**src/sv/ddac_spi_pkg.sv**
```systemverilog
`timescale 1ns / 1ps

package ddac_spi_pkg;

   // Field and register widths
   localparam int OP_W      = 2;
   localparam int CHAN_W    = 8;
   localparam int VALUE_W   = 16;
   localparam int HALF_W    = 16;
   localparam int GUARD_W   = 16;
   localparam int WAIT_W    = 20;
   localparam int CSR_IDX_W = 8;
   localparam int CSR_DAT_W = 20;

   // Frame layout: command in [23:19], address in [18:16], data in [15:0]
   localparam int FRAME_BITS = 24;
   localparam int BITS_W     = $clog2(FRAME_BITS + 1);
   localparam int CMD_W      = 5;
   localparam int ADDR_W     = 3;
   localparam logic [CMD_W-1:0] CMD_WRITE_UPDATE = 5'd3;

   // Request operations
   typedef enum logic [OP_W-1:0] {
      OP_TICK     = 2'd0,
      OP_INIT     = 2'd1,
      OP_WRITE    = 2'd2,
      OP_WRITE_MV = 2'd3
   } op_type;

   // Configuration register indexes
   localparam logic [CSR_IDX_W-1:0] CSR_HALF_PERIOD = 8'd0;
   localparam logic [CSR_IDX_W-1:0] CSR_GUARD       = 8'd1;
   localparam logic [CSR_IDX_W-1:0] CSR_POWER_WAIT  = 8'd2;
   localparam logic [CSR_IDX_W-1:0] CSR_SETTLE_WAIT = 8'd3;

   // Register reset values
   localparam logic [HALF_W-1:0]  HALF_RST   = 16'd1000;
   localparam logic [GUARD_W-1:0] GUARD_RST  = 16'd10000;
   localparam logic [WAIT_W-1:0]  POWER_RST  = 20'd10000;
   localparam logic [WAIT_W-1:0]  SETTLE_RST = 20'd300000;

   // Millivolt scaling: code = 32768 + floor(mv * 32678 / 10000), mv <= 3000.
   // The divide is a multiply by a rounded-up reciprocal scaled by 2^MV_SHIFT;
   // the rounding error stays far below 1/10000 over the millivolt range.
   localparam int MV_W     = 12;
   localparam int MV_SHIFT = 26;
   localparam int MV_NUM   = 32678;
   localparam int MV_DEN   = 10000;
   localparam int RECIP_W  = 28;
   localparam int SCALED_W = 14;
   localparam logic [MV_W-1:0] MV_MAX = 12'd3000;
   localparam logic [VALUE_W-1:0] MV_OFFSET = 16'd32768;
   localparam logic [RECIP_W-1:0] MV_RECIP =
      RECIP_W'(((64'(MV_NUM) << MV_SHIFT) + 64'(MV_DEN) - 64'd1) / 64'(MV_DEN));

   // Init frames: power up A and B, LDAC inactive, internal reference
   localparam logic [FRAME_BITS-1:0] FRAME_POWER_UP = 24'h200003;
   localparam logic [FRAME_BITS-1:0] FRAME_LDAC     = 24'h300003;
   localparam logic [FRAME_BITS-1:0] FRAME_INT_REF  = 24'h380001;

   // Frame chosen from the init frame index after it is decremented
   function automatic logic [FRAME_BITS-1:0] init_frame(input logic [1:0] idx);
      logic [FRAME_BITS-1:0] word;
      case (idx)
         2'd1:    word = FRAME_LDAC;
         2'd0:    word = FRAME_INT_REF;
         default: word = FRAME_POWER_UP;
      endcase
      return word;
   endfunction

   // One result transfer
   typedef struct packed {
      logic chip_select;
      logic serial_clock;
      logic serial_data;
      logic busy;
      logic accepted;
   } rsp_type;

endpackage

```
**src/sv/dual_dac_spi_command_writer_top.sv**
```systemverilog
`timescale 1ns / 1ps

// Channel   Direction  Handshake               Payload
// req_      in         req_valid / req_stall   operation, channel, value
// rsp_      out        rsp_valid / rsp_stall   chip_select, serial_clock, serial_data,
//                                              busy_res, accepted
// csr_      in         csr_valid / csr_ready   csr_index, csr_data
//
// One request or tick is taken per clock while req_stall is low; its result is
// registered and shows on rsp_. A two-entry output buffer (result register
// plus skid register) lets input keep flowing while one result waits;
// req_stall rises only when both entries are full. csr_ready is always high.
// Reset (synchronous) restores the register defaults, idles the sequencer and
// drives all pins high.

module dual_dac_spi_command_writer_top (
   input  logic                                  clock,
   input  logic                                  reset,
   input  logic                                  req_valid,
   output logic                                  req_stall,
   input  logic [ddac_spi_pkg::OP_W-1:0]         req_operation,
   input  logic [ddac_spi_pkg::CHAN_W-1:0]       req_channel,
   input  logic [ddac_spi_pkg::VALUE_W-1:0]      req_value,
   output logic                                  rsp_valid,
   input  logic                                  rsp_stall,
   output logic                                  rsp_chip_select,
   output logic                                  rsp_serial_clock,
   output logic                                  rsp_serial_data,
   output logic                                  rsp_busy_res,
   output logic                                  rsp_accepted,
   input  logic                                  csr_valid,
   output logic                                  csr_ready,
   input  logic [ddac_spi_pkg::CSR_IDX_W-1:0]    csr_index,
   input  logic [ddac_spi_pkg::CSR_DAT_W-1:0]    csr_data
);
   import ddac_spi_pkg::*;

   typedef enum logic [2:0] {
      PH_IDLE   = 3'd0,
      PH_POWER  = 3'd1,
      PH_SETTLE = 3'd2,
      PH_HIGH   = 3'd3,
      PH_LOW    = 3'd4,
      PH_GUARD  = 3'd5
   } phase_type;

   // Configuration registers
   logic [HALF_W-1:0]  half_ff;
   logic [GUARD_W-1:0] guard_ff;
   logic [WAIT_W-1:0]  power_ff;
   logic [WAIT_W-1:0]  settle_ff;

   // Sequencer state; pins are {cs, clk, mosi}
   phase_type             phase_ff, phase_in;
   logic [FRAME_BITS-1:0] frame_ff, frame_in;
   logic [BITS_W-1:0]     bits_ff, bits_in;
   logic [WAIT_W-1:0]     wait_ff, wait_in;
   logic [1:0]            idx_ff, idx_in;
   logic [2:0]            pins_ff, pins_in;

   // Output buffer
   rsp_type rsp_ff, skid_ff, rsp_in;
   logic    rsp_valid_ff, skid_valid_ff;

   logic req_accept, rsp_take;
   logic load_frame, high_half, acc;
   logic [FRAME_BITS-1:0] load_word;
   logic [MV_W-1:0]       mv;
   logic [MV_W+RECIP_W-1:0] mv_prod;
   logic [SCALED_W-1:0]   mv_scaled;
   logic [VALUE_W-1:0]    code;
   op_type                op;

   assign op         = op_type'(req_operation);
   assign req_stall  = skid_valid_ff;
   assign req_accept = req_valid && !req_stall;
   assign rsp_take   = rsp_valid_ff && !rsp_stall;
   assign csr_ready  = 1'b1;

   // Millivolt to code conversion
   assign mv        = (req_value > VALUE_W'(MV_MAX)) ? MV_MAX : req_value[MV_W-1:0];
   assign mv_prod   = (MV_W+RECIP_W)'(mv) * (MV_W+RECIP_W)'(MV_RECIP);
   assign mv_scaled = mv_prod[MV_SHIFT +: SCALED_W];
   assign code      = (op == OP_WRITE_MV) ? (MV_OFFSET + VALUE_W'(mv_scaled)) : req_value;

   // Next sequencer state for the item at the input
   always_comb begin
      phase_in   = phase_ff;
      frame_in   = frame_ff;
      bits_in    = bits_ff;
      wait_in    = wait_ff;
      idx_in     = idx_ff;
      pins_in    = pins_ff;
      load_frame = 1'b0;
      high_half  = 1'b0;
      load_word  = {CMD_WRITE_UPDATE, ADDR_W'(req_channel[ADDR_W-1:0]), code};
      acc        = 1'b0;

      if (op == OP_TICK) begin
         if (phase_ff != PH_IDLE) begin
            if (wait_ff > WAIT_W'(1)) begin
               wait_in = wait_ff - WAIT_W'(1);
            end else begin
               unique case (phase_ff)
                  PH_POWER: begin
                     pins_in  = 3'b000;
                     phase_in = PH_SETTLE;
                     wait_in  = settle_ff;
                  end
                  PH_SETTLE: begin
                     idx_in     = 2'd2;
                     load_frame = 1'b1;
                     high_half  = 1'b1;
                     load_word  = FRAME_POWER_UP;
                  end
                  PH_HIGH: begin
                     pins_in  = {2'b00, pins_ff[0]};
                     phase_in = PH_LOW;
                     wait_in  = WAIT_W'(half_ff);
                  end
                  PH_LOW: begin
                     bits_in  = bits_ff - BITS_W'(1);
                     frame_in = {frame_ff[FRAME_BITS-2:0], 1'b0};
                     if (bits_in != '0) begin
                        high_half = 1'b1;
                     end else begin
                        pins_in  = {2'b10, pins_ff[0]};
                        phase_in = PH_GUARD;
                        wait_in  = WAIT_W'(guard_ff);
                     end
                  end
                  PH_GUARD: begin
                     if (idx_ff != 2'd0) begin
                        idx_in     = idx_ff - 2'd1;
                        load_frame = 1'b1;
                        high_half  = 1'b1;
                        load_word  = init_frame(idx_in);
                     end else begin
                        pins_in  = {2'b11, pins_ff[0]};
                        phase_in = PH_IDLE;
                        wait_in  = '0;
                     end
                  end
                  default: phase_in = PH_IDLE;
               endcase
            end
         end
      end else if (phase_ff == PH_IDLE) begin
         if (op == OP_INIT) begin
            pins_in  = 3'b111;
            phase_in = PH_POWER;
            wait_in  = power_ff;
            idx_in   = 2'd0;
            acc      = 1'b1;
         end else if (req_channel <= CHAN_W'(1)) begin
            idx_in     = 2'd0;
            load_frame = 1'b1;
            high_half  = 1'b1;
            acc        = 1'b1;
         end
      end

      // Frame start and clock-high half shared by several phases
      if (load_frame) begin
         frame_in = load_word;
         bits_in  = BITS_W'(FRAME_BITS);
      end
      if (high_half) begin
         pins_in  = {2'b01, frame_in[FRAME_BITS-1]};
         phase_in = PH_HIGH;
         wait_in  = WAIT_W'(half_ff);
      end

      rsp_in.chip_select  = pins_in[2];
      rsp_in.serial_clock = pins_in[1];
      rsp_in.serial_data  = pins_in[0];
      rsp_in.busy         = (phase_in != PH_IDLE);
      rsp_in.accepted     = acc;
   end

   // State, configuration and output buffer
   always_ff @(posedge clock) begin
      if (reset) begin
         half_ff       <= HALF_RST;
         guard_ff      <= GUARD_RST;
         power_ff      <= POWER_RST;
         settle_ff     <= SETTLE_RST;
         phase_ff      <= PH_IDLE;
         frame_ff      <= '0;
         bits_ff       <= '0;
         wait_ff       <= '0;
         idx_ff        <= '0;
         pins_ff       <= 3'b111;
         rsp_valid_ff  <= 1'b0;
         skid_valid_ff <= 1'b0;
      end else begin
         if (csr_valid && csr_ready) begin
            unique case (csr_index)
               CSR_HALF_PERIOD: half_ff   <= csr_data[HALF_W-1:0];
               CSR_GUARD:       guard_ff  <= csr_data[GUARD_W-1:0];
               CSR_POWER_WAIT:  power_ff  <= csr_data;
               CSR_SETTLE_WAIT: settle_ff <= csr_data;
               default: ;
            endcase
         end

         if (req_accept) begin
            phase_ff <= phase_in;
            frame_ff <= frame_in;
            bits_ff  <= bits_in;
            wait_ff  <= wait_in;
            idx_ff   <= idx_in;
            pins_ff  <= pins_in;
         end

         // Two-entry result buffer: skid feeds the result register first
         if (skid_valid_ff) begin
            if (rsp_take) begin
               rsp_ff        <= skid_ff;
               skid_valid_ff <= 1'b0;
            end
         end else if (req_accept) begin
            if (rsp_valid_ff && !rsp_take) begin
               skid_ff       <= rsp_in;
               skid_valid_ff <= 1'b1;
            end else begin
               rsp_ff       <= rsp_in;
               rsp_valid_ff <= 1'b1;
            end
         end else if (rsp_take) begin
            rsp_valid_ff <= 1'b0;
         end
      end
   end

   assign rsp_valid        = rsp_valid_ff;
   assign rsp_chip_select  = rsp_ff.chip_select;
   assign rsp_serial_clock = rsp_ff.serial_clock;
   assign rsp_serial_data  = rsp_ff.serial_data;
   assign rsp_busy_res     = rsp_ff.busy;
   assign rsp_accepted     = rsp_ff.accepted;

   // Skid entry only ever sits behind a full result register
   a_skid_order: assert property (@(posedge clock) disable iff (reset)
      skid_valid_ff |-> rsp_valid_ff)
      else $error("skid entry without result entry");

   // While shifting, chip select is low and bits remain
   a_shift_cs: assert property (@(posedge clock) disable iff (reset)
      (phase_ff == PH_HIGH || phase_ff == PH_LOW) |-> (!pins_ff[2] && bits_ff != '0))
      else $error("frame shifting with chip select high or no bits left");

   // No init frames pending once idle
   a_idle_idx: assert property (@(posedge clock) disable iff (reset)
      (phase_ff == PH_IDLE) |-> (idx_ff == 2'd0))
      else $error("idle with init frames pending");

   // A finished frame hands over with the clock low and chip select high
   a_guard_pins: assert property (@(posedge clock) disable iff (reset)
      (phase_ff == PH_GUARD) |-> (pins_ff[2] && !pins_ff[1]))
      else $error("guard phase with wrong pin levels");

endmodule
```
**config.mk**
```make
export PLATFORM = sky130hd
export DESIGN_NAME = dual_dac_spi_command_writer_top
export DESIGN_NICKNAME = d
export VERILOG_FILES = /design/src/sv/ddac_spi_pkg.sv /design/src/sv/dual_dac_spi_command_writer_top.sv
export SDC_FILE = /design/constraint.sdc
export NUM_CORES = 1
export LEC_CHECK = 0
export ABC_AREA = 1
export BUFFER_PORTS_ARGS = -buffer_cell sky130_fd_sc_hd__buf_2
export CORE_MARGIN = 2
export CORE_UTILIZATION = 39
export DETAILED_ROUTE_END_ITERATION = 8
export PLACE_DENSITY_LB_ADDON = 0.25
export SYNTH_ARGS = -nofsm -noshare
export SYNTH_HDL_FRONTEND = slang
export SYNTH_SLANG_ARGS = --single-unit
```
**constraint.sdc**
```tcl
create_clock -name clock -period 14.6 [get_ports clock]
set_clock_uncertainty 0.15 [all_clocks]
set_input_delay 1.46 -clock clock [delete_from_list [all_inputs] [get_ports clock]]
set_output_delay 1.46 -clock clock [all_outputs]
set_load 0.05 [all_outputs]
```
-- Yosys cells after proc, flatten, opt, wreduce, memory -nomap -nowiden
Index checks and enable logic that the tools add are counted.
- register bits: 141
- input bits: 59
- output and inout bits: 8
- $add $sub $neg: 4
- $mul: 1
- magnitude comparators: 3
- eq/ne operators: 23
- mux-type cells: 80
- bitwise operators: 2
- reduce and logical (&&, ||, !) cells: 33
- operators by type and width (kind ; number):
    $mux W20 ; 8
    $mux W24 ; 5
    $mux W22 ; 4
    $pmux W20 S4 ; 1
    $mux W3 ; 16
    $mux W5 ; 9
    $pmux W22 S2 ; 1
    $pmux W21 S2 ; 1
    $mul A12 B27 Y39 const B ; 1
    $mux W1 ; 21
    $gt A20 B1 Y1 const B ; 1
    $sub A20 B1 Y20 const B ; 1
    $add A16 B14 Y16 const A ; 1
    $eq A8 B2 Y1 const B ; 2
    $gt A16 B12 Y1 const B ; 1
    $mux W16 ; 1
    $pmux W3 S5 ; 1
    $reduce_bool A3 Y1 ; 5
    $mux W2 ; 7
    $reduce_and A7 Y1 ; 2
    $reduce_bool A2 Y1 ; 7
    $mux W12 ; 1
    $pmux W3 S4 ; 1
    $ne A5 B5 Y1 const B ; 2
    29 further kinds ; 46

-- Depth between registers and ports, before layout
Gate-level depths: netlist (run 1).
- word-level depth: 15
- mapped depth: 36
- depth with buffers taken out: 36

-- Worst setup path after synthesis (run 1)
OpenSTA, ideal clock, no wires.
- path type: input to register
- start: input req_value[12] in the netlist's numbering
- end: register frame_ff[5]
- data arrival time: 6.511 ns
- path slack: 7.830 ns
- stages on the path: 29
- path through: nor4_1 -> inv_1 -> nor2_1 -> inv_1 -> nand2_1 -> inv_1 -> nor2_1 -> fa_1 -> ha_1 -> fa_1 -> fa_1 -> inv_1 -> fa_1 -> inv_1 -> ha_1 -> a21oi_1 -> o21ai_0 -> inv_1 -> nand2_1 -> nand2_1 -> nand3_1 -> nand2_1 -> nand2_1 -> nand2_1 -> nand3_1 -> nand2_1 -> nand2_1 -> nand2_1 -> inv_1
- cells in the longest elaborated chain, start to end: 11
- RTL lines (item ; line ; source):
    start: declaration ; dual_dac_spi_command_writer_top.sv:23 ; input logic [ddac_spi_pkg::VALUE_W-1:0] req_value,
    $gt A16 B12 Y1 (*) ; dual_dac_spi_command_writer_top.sv:81 ; assign mv = (req_value > VALUE_W'(MV_MAX)) ? MV_MAX : req_value[MV_W-1:0];
    $mux W12 (*) ; dual_dac_spi_command_writer_top.sv:81 ;
    $mul A12 B27 Y39 (*) ; dual_dac_spi_command_writer_top.sv:82 ; assign mv_prod = (MV_W+RECIP_W)'(mv) * (MV_W+RECIP_W)'(MV_RECIP);
    $add A16 B14 Y16 (*) ; dual_dac_spi_command_writer_top.sv:84 ; assign code = (op == OP_WRITE_MV) ? (MV_OFFSET + VALUE_W'(mv_scaled)) : req_value;
    $mux W16 (*) ; dual_dac_spi_command_writer_top.sv:84 ;
    $mux W22 ; dual_dac_spi_command_writer_top.sv:133 ; if (idx_ff != 2'd0) begin
    $pmux W22 S2 ; dual_dac_spi_command_writer_top.sv:104 ; unique case (phase_ff)
    $mux W22 ; dual_dac_spi_command_writer_top.sv:101 ; if (wait_ff > WAIT_W'(1)) begin
    $mux W22 ; dual_dac_spi_command_writer_top.sv:100 ; if (phase_ff != PH_IDLE) begin
    $mux W22 (*) ; dual_dac_spi_command_writer_top.sv:99 ; if (op == OP_TICK) begin
    $mux W24 (*) ; dual_dac_spi_command_writer_top.sv:164 ; if (load_frame) begin
    end signal: assignment ; dual_dac_spi_command_writer_top.sv:209 ; frame_ff <= frame_in;
    end: declaration ; dual_dac_spi_command_writer_top.sv:55 ; logic [FRAME_BITS-1:0] frame_ff, frame_in;
Every way passes the cells marked *; elsewhere a longest branch is shown, timed or not.
A chain may end at the register's enable or synchronous reset.

-- Final worst setup path (run 1)
Ends and elaborated chain as after synthesis.

==> flow_metrics.tcl, run 1 <==
set metrics [dict create \
    final_cell_mix "nand2_1, inv_1, nor2_1" \
    ys_async_sr_fraction_pct 0 \
    syn_avg_cell_area_um2 7.04 \
    synth_fp_nets 2047 \
    hpwl_mm 28.5 \
    finalWirelength_mm 36.5 \
    postCtsResizedCells 0 \
    design_area_um2 13700 \
    grt_pass1_vias 11056 \
    synth_edf_count 10 \
    die_x_um 184 \
    cp-end-kind "flip-flop" \
    grt_use_total_pct 22.2 \
    cts_sinks 141 \
    start_util_pct 39.8 \
    setup_tns_ps 0 \
    crit_type "in2reg" \
    drt_iter0_drc 797 \
    cts.hold.buffers_added 0 \
    dieArea_um2 33700 \
    dp_worst_setup_slack_ps 6280 \
    diodes 0 \
    hp-class "reg2reg" \
    numCtsBuffers 17 \
    path_clk_slew_ps 70 \
    wl_per_cell_um 16.4 \
    yosysTopAreaCellShare_pct 20.8 \
    netlist_instances 1789 \
    max_cap_viol_count 0 \
    p_per_area_nw_per_um2 92.4 \
    synthTopCellsByArea "dfxtp_1, ha_1, nand2_1, fa_1, inv_1" \
    ir_drop_mv 0.0892 \
    ys_seq_area_share_pct 23.2 \
    cp_slowest_cell "nor4_1" \
    root_buffer "clkbuf_16" \
    setup_violations 0 \
    layout_commonest_cell "nand2_1" \
    slew_headroom_pct 29.8 \
    via_per_inst 5.17 \
    place_area_um2 13100 \
    core-area_um2 31600 \
    drive_gt1_share_pct 8.59 \
    totalPowerFinal_mw 1.27 \
    fin_crit_sh_pct 54.7 \
    critPathArrivalTime_ps 8160 \
    tritoncts "built" \
    dieHeight_um 184 \
    port_buffers 65 \
    yosysUniqueCellTypes 54 \
    cts_buffer_depth 2 \
    cp_max_fo 7 \
    vias 11519 \
    rows 65 \
    grt_max_degree 102 \
    synth-main-ff-cell "dfxtp_1" \
    crit_top_cell "nand2_1" \
    netlist_area_um2 12600 \
    io_pins 67 \
    hold_viol_final 0 \
    nets 2072 \
    required_ps 14780 \
    insertion_delay_ps 430 \
    slowest_delay_ps 730 \
    period_needed_ps 7980 \
    run_status "complete, no violations" \
    maxSlewViolCount 0 \
    grt_antenna_before_repair 1 \
    drcViolationCount 0 \
    firstDrtPassIters 7 \
    place_congestion 0.982 \
    setup_slack_ps 6620 \
    worstSetupStartpointType "input port" \
    syn_to_final_growth_pct 8.78 \
    utilization_pct 43.3 \
    tightest_slew_ps 1050 \
    fmax_mhz 125 \
    layout.cells.non_filler 2229 \
    cts_setup_buffers 0 \
    synth_warnings 0 \
    overflow 0 \
    ys_ff_latch 141 \
    p_leak_nw 6.81 \
    rsz0062_at_grt "no" \
    final_antenna_net_count 0 \
    yosysTopAreaCell "dfxtp_1" \
    grt_pass1_wl_mm 59.4 \
    hold-worst-slack_ps 316 \
    h-tree-depth 4 \
    dpl.cell_count 2197 \
]
[registers in the layout, summed over array words and instances (netlist names), 5 cells and up]
signal     flops
bits_ff        5
frame_ff      24
guard_ff      16
half_ff       16
power_ff      20
settle_ff     20
skid_ff        5
wait_ff       20
[where the power goes]
group | leakage [nW] | switching, mW | internal, mW
combinational | 5.40 | 0.294 | 0.146
sequential | 1.15 | 0.00942 | 0.399
clock | 0.265 | 0.179 | 0.239
total | 6.81 | 0.482 | 0.783
[worst paths after layout]
check,start,end,slack [ps],cells past startpoint
max,req_value[12],frame_ff[5],6620,31
min,frame_ff[0],frame_ff[0],320,2
max reg2reg,wait_ff[0],wait_ff[2],11180,13
min reg2reg,frame_ff[0],frame_ff[0],320,2
[kinds of logic after synthesis]
group / share of synthesized area [%]
AND/OR/NAND/NOR: 23.0
AO/OA/AOI/OAI: 17.2
buffers and inverters: 11.6
adder cells (fa/ha/maj): 23.6
flip-flops: 23.2
XOR/XNOR: 1.32
other: 0.0298
[synthesized netlist by cell type, types with 10 or more instances]
cell type and count:
fa_1 64, o21ai_0 119, a211oi_1 12, inv_1 289
o21ai_2 10, o21ai_1 13, clkbuf_1 33, nor2_1 184
ha_1 135, edfxtp_1 10, nor3_1 18, nand3_1 77
nand2_1 354, xor2_1 11, o211ai_1 36, buf_2 17
dfxtp_1 131, a21oi_1 160
[area by class of cell]
| cell class | instances | area, µm² |
|---|---|---|
| repair buffers | 69 | 355 |
| flip-flops and latches | 141 | 2920 |
| clock inverters | 10 | 78.8 |
| inverters | 301 | 1140 |
| fillers | 3247 | 17900 |
| well taps | 402 | 503 |
| multi-input cells | 1284 | 8210 |
| clock buffers | 22 | 485 |
[critical path: cells and delay by family]
family | cells | cell delay, ps
AOI/OAI and AO/OA | 2 | 330
adders and majority gates | 6 | 2440
buffers and inverters | 9 | 1120
and+or+nand+nor | 14 | 2800
[layer usage]
layer  vias up  GRT usage, %  wire (µm)
met5         -             0         11
li1       5827             -          -
met1      5344          33.2      18600
met3        44          3.13       1880
met4         2          5.86        681
met2       302          33.3      15300
Power figures use the tool's default switching activity.
==> run 2: changes to the inputs <==
Clock period 14.6 ns to 8.1 ns, I/O delays scaled along.
==> run 2 against run 1 <==
Net effect:
- core utilization increased by 0.31 points
- via count rose by 0.46%
- wire length up 1.7%
- flip-flop and latch count stayed put
- clock power grew 94%
- combinational power grew 82%
- first-iteration DRC count is 0.38% higher
- critical path type unchanged
==> flow_metrics.tcl, run 2 (synthesized netlist as in run 1, its figures left out) <==
set metrics [dict create \
    insertion_delay_ps 420 \
    switching_share_pct 37.5 \
    overflow 0 \
    seq_power_share_pct 31.4 \
    ir_drop_mv 0.151 \
    layout_commonest_cell "nand2_1" \
    run_status "complete, no violations" \
    drive_gt1_share_pct 8.99 \
    setup_slack_ps 1270 \
    slowest_delay_ps 670 \
    numCtsBuffers 17 \
    p_clk_share_pct 34.6 \
    p_int_mw 1.47 \
    final_cell_mix "nand2_1, inv_1, nor2_1" \
    grt_pass1_wl_mm 60.0 \
    required_ps 8260 \
    grt.busiest_layer "met2" \
    fin_crit_sh_pct 84.3 \
    r2r_cells 12 \
    largest_reg_flops 24 \
    place_area_um2 13200 \
    firstDrtPassIters 5 \
    diodes 0 \
    tightest_slew_ps 1020 \
    nets 2080 \
    postCtsResizedCells 0 \
    p_per_area_nw_per_um2 170 \
    final_antenna_net_count 0 \
    endpoint "frame_ff[9]" \
    drcViolationCount 0 \
    cp_max_fo 7 \
    cp_num_cells 33 \
    combPwrFrac_pct 34.0 \
    dp_worst_setup_slack_ps 938 \
    root_buffer "clkbuf_16" \
    dieHeight_um 184 \
    layout.cells.non_filler 2237 \
    hpwl_mm 28.7 \
    grtUsageMet2_pct 34.6 \
    port_buffers 65 \
    die_x_um 184 \
    regMostFlops "frame_ff" \
    dpl.cell_count 2205 \
    path_clk_slew_ps 70 \
    cp-end-kind "flip-flop" \
    h-tree-depth 4 \
    p_leak_nw 6.88 \
    vias 11572 \
    rows 65 \
    via_per_inst 5.17 \
    slew_headroom_pct 31.7 \
    setup_tns_ps 0 \
    maxSlewViolCount 0 \
    hp-class "reg2reg" \
    cp_slowest_cell "nor4_1" \
    gr-usage-met1_pct 33.6 \
    grt_pass1_vias 11056 \
    grt_max_degree 86 \
    hold_depth 2 \
    design_area_um2 13800 \
    path_delay_family "adder cells" \
    cp_num_buf_inv 11 \
    finalWirelength_mm 37.1 \
    critPathArrivalTime_ps 6990 \
    rr_endpoint "wait_ff[9]" \
    dieArea_um2 33700 \
    place_congestion 0.964 \
    syn_to_final_growth_pct 9.55 \
    cts_buffer_depth 2 \
    crit_top_cell "inv_1" \
    worstSetupStartpoint "req_value[12]" \
    tritoncts "built" \
    wl_per_cell_um 16.6 \
    crit_type "in2reg" \
    reg2reg_slack_ps 4660 \
    setup_violations 0 \
    hold_viol_final 0 \
    grt_use_total_pct 22.5 \
    drt_iter0_drc 800 \
    max_cap_viol_count 0 \
    r2r_start "wait_ff[0]" \
    io_pins 67 \
    use_met3_pct 3.09 \
    worstSetupStartpointType "input port" \
    period_needed_ps 6830 \
    switchingPower_uw 880 \
    rsz0062_at_grt "no" \
    grt_antenna_before_repair 0 \
    cts_setup_buffers 0 \
    cts_sinks 141 \
    fmax_mhz 146 \
    core-area_um2 31600 \
    cts.hold.buffers_added 0 \
    start_util_pct 39.8 \
]
-- run 2: stage by stage --
step | total power, mW | hold slack (ps) | util, %
3_5_place_dp | 1.53 | 308 | 41.7
3_3_place_gp | 1.54 | 301 | 41.7
5_1_grt | 2.49 | 336 | 43.6
6_report | 2.35 | 316 | 43.6
2_1_floorplan | 1.31 | 287 | -
4_1_cts | 2.35 | 317 | 43.6
-- run 2: how the worst min path moves through the flow --
stage / slack (ps) / startpoint / to
finish: 320 / frame_ff[21] / frame_ff[21]
global route: 340 / frame_ff[21] / frame_ff[21]
CTS: 320 / frame_ff[21] / frame_ff[21]
detailed placement: 310 / frame_ff[21] / frame_ff[21]
global placement: 300 / half_ff[0] / half_ff[0]
floorplan: 290 / half_ff[0] / half_ff[0]
-- run 2: per-layer routing --
layer	routed length, µm	vias to the layer above
li1	-	5845
met1	18600	5381
met2	16100	323
met3	1990	23
met4	401	0
met5	0	-
-- run 2: cell type report --
class                           instances  area (µm²)
Clock buffer                           21         472
Clock inverter                         11         130
Fill cell                            3259       17800
Inverter                              301        1140
Multi-Input combinational cell       1284        8210
Sequential cell                       141        2920
Tap cell                              402         503
Timing Repair Buffer                   77         415
-- run 2: power by group through the flow --
stage               combinational (mW)  clock [mW]  sequential, mW
floorplan                        0.560           0           0.754
global route                     0.902       0.853           0.738
detailed placement               0.783           0           0.751
CTS                              0.791       0.825           0.736
finish                           0.798       0.813           0.736
global placement                 0.784           0           0.751
-- run 2: tightest hold or removal path: cells and delay by family, from the launching register on --
kind / cells / cell delay, ps
flops: 1 / 310
simple gates: 1 / 60
compound gates: 1 / 50
